File: config.mk
export PLATFORM = sky130hd
export DESIGN_NAME = osv_core
export DESIGN_NICKNAME = d
export VERILOG_FILES = /design/src/hdl/osv_pkg.sv /design/src/hdl/osv_core.sv
export SDC_FILE = /design/constraint.sdc
export NUM_CORES = 1
export LEC_CHECK = 0
export BUFFER_PORTS_ARGS = -buffer_cell sky130_fd_sc_hd__buf_4
export CORE_UTILIZATION = 40
export CTS_CLUSTER_DIAMETER = 50
export DETAILED_ROUTE_END_ITERATION = 12
export HOLD_SLACK_MARGIN = 0.03
export PLACE_DENSITY = 0.61
export RECOVER_POWER = 100
export REMOVE_ABC_BUFFERS = 1
export SYNTH_ARGS = -nofsm -noshare
export SYNTH_HDL_FRONTEND = slang
export SYNTH_SLANG_ARGS = --single-unit
export TNS_END_PERCENT = 10
File: constraint.sdc
create_clock -name clk -period 7.6 [get_ports clk]
set_input_delay 1.52 -clock clk [delete_from_list [all_inputs] [get_ports clk]]
set_output_delay 1.52 -clock clk [all_outputs]
set_load 0.05 [all_outputs]
File: src/hdl/osv_pkg.sv
// Package for the odd-only sieve prime generator: constants, control types and sequencer states.
`default_nettype none
package osv_pkg;

	// Default largest limit that the candidate map can hold.
	localparam int unsigned LIMIT_MAX_DEF = 65535;

	// Field widths of the register and of the result word.
	localparam int LIMIT_W = 16;
	localparam int PRIME_W = 16;

	// Value of the limit register after reset.
	localparam logic [LIMIT_W-1:0] LIMIT_RESET = 16'hFFFF;

	// The only even prime and the first odd candidate.
	localparam int unsigned FIRST_PRIME = 2;
	localparam int unsigned FIRST_ODD   = 3;

	// Control of the candidate map ports.
	typedef struct packed {
		logic wr_en;
		logic wr_bit;
		logic rd_en;
	} map_ctl_t;

	// Sequencer states, one-hot.
	typedef enum logic [8:0] {
		ST_FILL     = 9'b000000001,
		ST_IDLE     = 9'b000000010,
		ST_SERVE    = 9'b000000100,
		ST_SCAN_RD  = 9'b000001000,
		ST_SCAN_CHK = 9'b000010000,
		ST_SQ       = 9'b000100000,
		ST_SQ_CMP   = 9'b001000000,
		ST_MARK     = 9'b010000000,
		ST_RESULT   = 9'b100000000
	} state_t;

endpackage
`default_nettype wire

File: src/hdl/osv_core.sv
// Sieve sequencer: fills the map, scans odd candidates and clears multiples with one shared adder.
`default_nettype none
module osv_core #(
	parameter int DEPTH = 32768,
	parameter int AW    = 15,
	parameter int VW    = 17
) (
	input  wire                        clk,
	input  wire                        arst_n,
	input  wire                        start,
	input  wire                        restart,
	input  wire  [VW-1:0]              lim,
	output logic                       ready,
	output logic                       res_valid,
	input  wire                        res_take,
	output logic [osv_pkg::PRIME_W-1:0] res_prime,
	output logic                       res_done,
	output osv_pkg::map_ctl_t          map_ctl,
	output logic [AW-1:0]              map_waddr,
	output logic [AW-1:0]              map_raddr,
	input  wire                        map_rdata
);
	import osv_pkg::*;

	localparam int MW = VW + 1;
	localparam int PW = 2 * VW;
	localparam logic [AW-1:0] LAST_ADDR = AW'(DEPTH - 1);

	state_t              state_q;
	logic                serve_q;
	logic [AW-1:0]       fill_q;
	logic [VW-1:0]       cursor_q;
	logic [VW-1:0]       cand_q;
	logic [PW-1:0]       sq_q;
	logic [MW-1:0]       mult_q;
	logic [PRIME_W-1:0]  prime_q;
	logic                done_q;

	logic [MW-1:0]       lim_m;
	logic [PW-1:0]       lim_p;
	logic [MW-1:0]       step;
	logic [MW-1:0]       add_a;
	logic [MW-1:0]       add_b;
	logic [MW-1:0]       add_sum;

	assign lim_m = MW'(lim);
	assign lim_p = PW'(lim);
	assign step  = {cand_q, 1'b0};

	// Shared adder: next odd candidate while scanning, next multiple while marking.
	always_comb begin
		add_a = MW'(cand_q);
		add_b = MW'(FIRST_PRIME);
		if (state_q == ST_MARK) begin
			add_a = mult_q;
			add_b = step;
		end
	end
	assign add_sum = add_a + add_b;

	// Map port control.
	always_comb begin
		map_ctl.wr_en  = 1'b0;
		map_ctl.wr_bit = 1'b0;
		map_ctl.rd_en  = 1'b0;
		map_waddr      = fill_q;
		map_raddr      = cand_q[AW:1];
		case (state_q)
			ST_FILL: begin
				map_ctl.wr_en  = 1'b1;
				map_ctl.wr_bit = 1'b1;
			end
			ST_SCAN_RD: begin
				map_ctl.rd_en = (cand_q <= lim);
			end
			ST_MARK: begin
				map_ctl.wr_en = (mult_q <= lim_m);
				map_waddr     = mult_q[AW:1];
			end
			default: begin
			end
		endcase
	end

	assign ready     = (state_q == ST_IDLE);
	assign res_valid = (state_q == ST_RESULT);
	assign res_prime = prime_q;
	assign res_done  = done_q;

	// Sequencer.
	always_ff @(posedge clk or negedge arst_n) begin
		if (!arst_n) begin
			state_q  <= ST_FILL;
			serve_q  <= 1'b0;
			fill_q   <= '0;
			cursor_q <= VW'(FIRST_PRIME);
		end else begin
			case (state_q)
				ST_FILL: begin
					fill_q <= fill_q + AW'(1);
					if (fill_q == LAST_ADDR) begin
						fill_q  <= '0;
						state_q <= serve_q ? ST_SERVE : ST_IDLE;
					end
				end
				ST_IDLE: begin
					if (start) begin
						if (restart) begin
							serve_q  <= 1'b1;
							cursor_q <= VW'(FIRST_PRIME);
							state_q  <= ST_FILL;
						end else begin
							state_q <= ST_SERVE;
						end
					end
				end
				ST_SERVE: begin
					serve_q <= 1'b0;
					if (cursor_q == VW'(FIRST_PRIME)) begin
						state_q <= ST_RESULT;
						if (lim >= VW'(FIRST_PRIME)) begin
							cursor_q <= VW'(FIRST_ODD);
						end
					end else begin
						state_q <= ST_SCAN_RD;
					end
				end
				ST_SCAN_RD: begin
					if (cand_q > lim) begin
						cursor_q <= cand_q;
						state_q  <= ST_RESULT;
					end else begin
						state_q <= ST_SCAN_CHK;
					end
				end
				ST_SCAN_CHK: begin
					state_q <= map_rdata ? ST_SQ : ST_SCAN_RD;
				end
				ST_SQ: begin
					state_q <= ST_SQ_CMP;
				end
				ST_SQ_CMP: begin
					if (sq_q <= lim_p) begin
						state_q <= ST_MARK;
					end else begin
						cursor_q <= add_sum[VW-1:0];
						state_q  <= ST_RESULT;
					end
				end
				ST_MARK: begin
					if (mult_q > lim_m) begin
						cursor_q <= cand_q + VW'(FIRST_PRIME);
						state_q  <= ST_RESULT;
					end
				end
				ST_RESULT: begin
					if (res_take) begin
						state_q <= ST_IDLE;
					end
				end
				default: begin
					state_q <= ST_IDLE;
				end
			endcase
		end
	end

	// Datapath: candidate, square, multiple and the result word.
	always_ff @(posedge clk) begin
		case (state_q)
			ST_SERVE: begin
				cand_q <= cursor_q | VW'(1);
				if (cursor_q == VW'(FIRST_PRIME)) begin
					if (lim >= VW'(FIRST_PRIME)) begin
						prime_q <= PRIME_W'(FIRST_PRIME);
						done_q  <= 1'b0;
					end else begin
						prime_q <= '0;
						done_q  <= 1'b1;
					end
				end
			end
			ST_SCAN_RD: begin
				if (cand_q > lim) begin
					prime_q <= '0;
					done_q  <= 1'b1;
				end
			end
			ST_SCAN_CHK: begin
				if (!map_rdata) begin
					cand_q <= add_sum[VW-1:0];
				end
			end
			ST_SQ: begin
				sq_q <= PW'(cand_q) * PW'(cand_q);
			end
			ST_SQ_CMP: begin
				mult_q  <= sq_q[MW-1:0];
				prime_q <= PRIME_W'(cand_q);
				done_q  <= 1'b0;
			end
			ST_MARK: begin
				mult_q <= add_sum;
			end
			default: begin
			end
		endcase
	end

endmodule
`default_nettype wire

==> flow_summary.html <==
<table>
<tr><th>Metric</th><th>Value</th></tr>
<tr><th colspan="2">STA</th></tr>
<tr><td>Count of final hold-check violations</td><td>0</td></tr>
<tr><td>Final slew viol count</td><td>77</td></tr>
<tr><td>Normalized max-slew margin</td><td>-75.7%</td></tr>
<tr><td>Measured slew at the worst slew-check pin</td><td>2.64 ns</td></tr>
<tr><td>Final period utilization</td><td>92.5%</td></tr>
<tr><td>Clk_skew</td><td>0.0108 ns</td></tr>
<tr><td>Final setup violation count</td><td>0</td></tr>
<tr><td>RSZ-0062 raised after global routing</td><td>false</td></tr>
<tr><td>Final hold slack</td><td>0.485 ns</td></tr>
<tr><td>Post-layout minimum cycle time</td><td>7.03 ns</td></tr>
<tr><td>Setup total negative slack</td><td>0 ns</td></tr>
<tr><td>Highest clock rate</td><td>0.142 GHz</td></tr>
<tr><th colspan="2">Yosys</th></tr>
<tr><td>Count of distinct cell types in the synthesized netlist</td><td>84</td></tr>
<tr><td>Top-area cell type share of the netlist area</td><td>24.0%</td></tr>
<tr><td>Syn Std Cell Area</td><td>16,300 um2</td></tr>
<tr><td>Warnings, synthesis</td><td>0</td></tr>
<tr><td>Async S/R FF share, synth</td><td>33.1%</td></tr>
<tr><td>Biggest area contributors in the synthesized netlist</td><td>sky130_fd_sc_hd__fa_1 (24%), sky130_fd_sc_hd__edfxtp_1 (16%), sky130_fd_sc_hd__ha_1 (14%), sky130_fd_sc_hd__inv_1 (7.1%), sky130_fd_sc_hd__nand2_1 (6.6%)</td></tr>
<tr><td>Average footprint of a synthesized cell</td><td>9.13 um2</td></tr>
<tr><td>Number of synthesized flops with an enable pin</td><td>85</td></tr>
<tr><td>Area leader, netlist</td><td>sky130_fd_sc_hd__fa_1</td></tr>
<tr><td>Share of synthesized area occupied by flip-flops and latches</td><td>22.2%</td></tr>
<tr><td>Cell count after synthesis</td><td>1,782</td></tr>
<tr><td>Register bit count reported by yosys</td><td>127</td></tr>
<tr><td>Dominant synthesized flop cell</td><td>sky130_fd_sc_hd__edfxtp_1</td></tr>
<tr><th colspan="2">Hold path</th></tr>
<tr><td>Endpoint with the worst hold slack</td><td>cursor_q[0]</td></tr>
<tr><td>Cell count of the worst hold path</td><td>1</td></tr>
<tr><td>Type of the tightest min-delay check</td><td>reg -&gt; reg</td></tr>
<tr><td>Startpoint of the tightest hold check path</td><td>cursor_q[0]</td></tr>
<tr><th colspan="2">Clock network</th></tr>
<tr><td>Number of buffers added to fix hold violations after cts</td><td>0</td></tr>
<tr><td>Count of cells resized by post-cts repair</td><td>0</td></tr>
<tr><td>Inserted Clock Buffers</td><td>17</td></tr>
<tr><td>Total clock sinks</td><td>127</td></tr>
<tr><td>Source-to-sink clock delay at the later pin of the worst-skew pair</td><td>0.46 ns</td></tr>
<tr><td>Clock tree from TritonCTS</td><td>yes</td></tr>
<tr><td>Number of buffers on the longest clock path</td><td>2</td></tr>
<tr><td>Number of setup buffers added after CTS</td><td>0</td></tr>
<tr><td>Cell at the root of the clock tree</td><td>sky130_fd_sc_hd__clkbuf_16</td></tr>
<tr><td>Post-CTS clock slew at the launch and capture registers of the worst setup and hold paths</td><td>0.06 ns</td></tr>
<tr><td>H-tree Lvls</td><td>4</td></tr>
<tr><th colspan="2">Die</th></tr>
<tr><td>Area of the core region</td><td>39,900 um2</td></tr>
<tr><td>Number of standard-cell rows in the floorplan</td><td>73</td></tr>
<tr><td>Starting density of the core</td><td>40.8%</td></tr>
<tr><td>Total die area</td><td>41,500 um2</td></tr>
<tr><td>Die Width</td><td>204 um</td></tr>
<tr><td>Vert. Die Dim</td><td>204 um</td></tr>
<tr><td>Number of primary I/O pins</td><td>75</td></tr>
<tr><th colspan="2">Detailed routing</th></tr>
<tr><td>Total vias in the final route</td><td>12,600</td></tr>
<tr><td>Drt wl/cell</td><td>19.1 um</td></tr>
<tr><td>Final routed wirelength across all metal layers</td><td>45.1 mm</td></tr>
<tr><td>Final routed DRC violation total</td><td>0</td></tr>
<tr><td>Drt initial violations</td><td>910</td></tr>
<tr><td>Vias/cell</td><td>5.32</td></tr>
<tr><td>Number of nets with antenna violations after routing</td><td>0</td></tr>
<tr><td>Detailed Routing Iterations Pass 1</td><td>6</td></tr>
<tr><th colspan="2">Setup path</th></tr>
<tr><td>Reg2reg setup slack</td><td>0.57 ns</td></tr>
<tr><td>Crit Reg-Reg Startpoint</td><td>cand_q[14]</td></tr>
<tr><td>Endpoint kind of the worst setup timing path</td><td>flip-flop</td></tr>
<tr><td>Critical setup path kind</td><td>reg -&gt; reg</td></tr>
<tr><td>Data required time of the worst path</td><td>7.80 ns</td></tr>
<tr><td>CP arrival</td><td>7.23 ns</td></tr>
<tr><td>Critical path fanouts, max</td><td>19</td></tr>
<tr><td>Capture point of the worst reg-to-reg path</td><td>sq_q[32]</td></tr>
<tr><td>Reg2reg path depth</td><td>19</td></tr>
<tr><td>Category of the worst setup path launch point</td><td>flip-flop</td></tr>
<tr><th colspan="2">Layout</th></tr>
<tr><td>Share of the core filled with cells</td><td>44.0%</td></tr>
<tr><td>Nets@finish</td><td>2,221</td></tr>
<tr><td>Area Growth Syn to Fin</td><td>8.03%</td></tr>
<tr><td>Fraction of layout instances using a drive strength above 1</td><td>5.22%</td></tr>
<tr><td>Count of fill cells added during filler insertion</td><td>3,917</td></tr>
<tr><td>Fin area</td><td>17,600 um2</td></tr>
<tr><th colspan="2">Run</th></tr>
<tr><td>Max Cap Viol</td><td>3</td></tr>
<tr><th colspan="2">GRT</th></tr>
<tr><td>Pin count of the biggest net entering global routing</td><td>72</td></tr>
<tr><td>Initial antenna violation count</td><td>1</td></tr>
<tr><td>Total Routing Usage GR</td><td>23.1%</td></tr>
<tr><td>First-pass GRT wire length</td><td>73.0 mm</td></tr>
<tr><td>Remaining global-route overflow</td><td>0</td></tr>
<tr><td>Vias in the first global route</td><td>13,000</td></tr>
<tr><th colspan="2">Status</th></tr>
<tr><td>Violations in the final reports</td><td>max-capacitance violations, max-slew violations</td></tr>
<tr><td>Status</td><td>finished, violations left</td></tr>
<tr><th colspan="2">Placement</th></tr>
<tr><td>Count of input and output buffers</td><td>74</td></tr>
<tr><td>Area after DPL</td><td>17,400 um2</td></tr>
<tr><td>GPL Wtd Cong</td><td>0.938</td></tr>
<tr><td>Final HPWL DP</td><td>35.6 mm</td></tr>
</table>
==> metrics by stage <==
step,setup slack [ns],instances
CTS,0.708,2364
global placement,0.807,2332
floorplan,0.967,1705
detailed placement,0.733,2332
finish,0.568,2365
global route,0.194,2364
==> worst max-delay path, stage by stage, from the launching register on <==
cell and delay (ns):
sky130_fd_sc_hd__edfxtp_1 0.59, sky130_fd_sc_hd__clkbuf_1 0.87, sky130_fd_sc_hd__nand2_1 0.27, sky130_fd_sc_hd__fa_1 0.56
sky130_fd_sc_hd__inv_1 0.06, sky130_fd_sc_hd__fa_1 0.50, sky130_fd_sc_hd__fa_1 0.53, sky130_fd_sc_hd__fa_1 0.53
sky130_fd_sc_hd__fa_1 0.56, sky130_fd_sc_hd__inv_1 0.06, sky130_fd_sc_hd__fa_1 0.53, sky130_fd_sc_hd__inv_1 0.04
sky130_fd_sc_hd__ha_1 0.33, sky130_fd_sc_hd__a21o_1 0.22, sky130_fd_sc_hd__a21o_1 0.18, sky130_fd_sc_hd__a21oi_1 0.17
sky130_fd_sc_hd__o21ai_0 0.13, sky130_fd_sc_hd__o21bai_1 0.22, sky130_fd_sc_hd__a311oi_2 0.32, sky130_fd_sc_hd__xnor2_1 0.10
==> how the worst max path moves through the flow <==
| stage | endpoint | from |
|---|---|---|
| after floorplan | sq_q[27] | cand_q[11] |
| after global placement | sq_q[31] | cand_q[13] |
| after detailed placement | sq_q[33] | cand_q[7] |
| after CTS | sq_q[33] | cand_q[7] |
| after global routing | sq_q[33] | cand_q[12] |
| final | sq_q[32] | cand_q[14] |
==> Yosys cell counts, drive strengths merged (4+ instances only) <==
master / number
a211oi: 4
a21o: 32
a21oi: 61
a221oi: 9
a31oi: 6
and2: 63
and3: 20
buf: 26
clkbuf: 51
dfrtp: 40
edfxtp: 85
fa: 195
ha: 177
inv: 309
nand2: 288
nand2b: 5
nand3: 30
nand4: 15
nand4b: 4
nor2: 72
nor2b: 16
nor3: 20
nor3b: 6
nor4: 17
nor4b: 5
o211ai: 5
o21a: 6
o21ai: 85
o21bai: 8
o31ai: 5
or2: 6
or3: 4
xnor2: 48
xor2: 18
==> metal layers <==
layer / vias up / GRT usage [%] / share of wire (%)
li1: 5871 / - / -
met1: 6312 / 31.2 / 44
met2: 342 / 38.5 / 48
met3: 51 / 3.87 / 5.8
met4: 0 / 5.08 / 1.3
met5: - / 0 / 0
==> flip-flops by register name, indices dropped and copies added (netlist names) <==
| register | flops |
|---|---|
| cursor_q | 17 |
| res_done | 1 |
| state_q | 9 |
| cand_q | 17 |
| res_prime | 16 |
| mult_q | 18 |
| sq_q | 33 |
| fill_q | 15 |
| serve_q | 1 |
==> area by class of cell <==
| type | instances | area, um2 | area share [%] |
|---|---|---|---|
| Inverter | 310 | 1160 | 6.62 |
| Sequential cell | 127 | 3610 | 20.5 |
| Clock buffer | 20 | 437 | 2.48 |
| Tap cell | 525 | 657 | 3.74 |
| Clock inverter | 12 | 111 | 0.633 |
| Antenna cell | 1 | 2.50 | 0.0142 |
| Timing Repair Buffer | 102 | 552 | 3.14 |
| Multi-Input combinational cell | 1268 | 11000 | 62.9 |
==> cell usage in the layout, fill, tap and decap left out, types with 3 or more instances in the layout <==
cell                         count
sky130_fd_sc_hd__o31ai_1         5
sky130_fd_sc_hd__nor3_1         18
sky130_fd_sc_hd__ha_1          177
sky130_fd_sc_hd__dfrtp_1        40
sky130_fd_sc_hd__o22ai_1         3
sky130_fd_sc_hd__o21ai_0        79
sky130_fd_sc_hd__edfxtp_1       85
sky130_fd_sc_hd__o21bai_1        8
sky130_fd_sc_hd__a21o_1         32
sky130_fd_sc_hd__nand2_1       288
sky130_fd_sc_hd__a31oi_1         6
sky130_fd_sc_hd__nor4b_1         5
sky130_fd_sc_hd__nor3b_1         6
sky130_fd_sc_hd__and3_1         20
sky130_fd_sc_hd__o211ai_1        5
sky130_fd_sc_hd__xnor2_1        48
sky130_fd_sc_hd__nor2_1         72
sky130_fd_sc_hd__nand2b_1        5
sky130_fd_sc_hd__a21oi_1        60
sky130_fd_sc_hd__or2_2           5
sky130_fd_sc_hd__o21a_1          6
sky130_fd_sc_hd__o21ai_1         5
sky130_fd_sc_hd__or3_1           4
sky130_fd_sc_hd__clkbuf_16      17
sky130_fd_sc_hd__buf_4          45
sky130_fd_sc_hd__nor2b_1        16
sky130_fd_sc_hd__a221oi_1        8
sky130_fd_sc_hd__a211oi_1        4
sky130_fd_sc_hd__clkbuf_1       60
sky130_fd_sc_hd__nor4_1         16
sky130_fd_sc_hd__clkinvlp_4      5
sky130_fd_sc_hd__nand3_1        30
sky130_fd_sc_hd__xor2_1         18
sky130_fd_sc_hd__and2_0         10
sky130_fd_sc_hd__and2_1         53
sky130_fd_sc_hd__inv_1         308
sky130_fd_sc_hd__fa_1          195
sky130_fd_sc_hd__nand4b_1        4
sky130_fd_sc_hd__nand4_1        15
==> cells by family after synthesis <==
logic type | share of synthesized area, %
compound gates | 9.81
xor+xnor | 3.55
fa+ha+maj | 37.6
buf+inv | 9.41
flops | 22.2
mux | 0.208
simple gates | 17.3
Power is left out: the tool's default activity adds up to more than one toggle a clock period on the data nets, which glitch-free logic cannot reach.
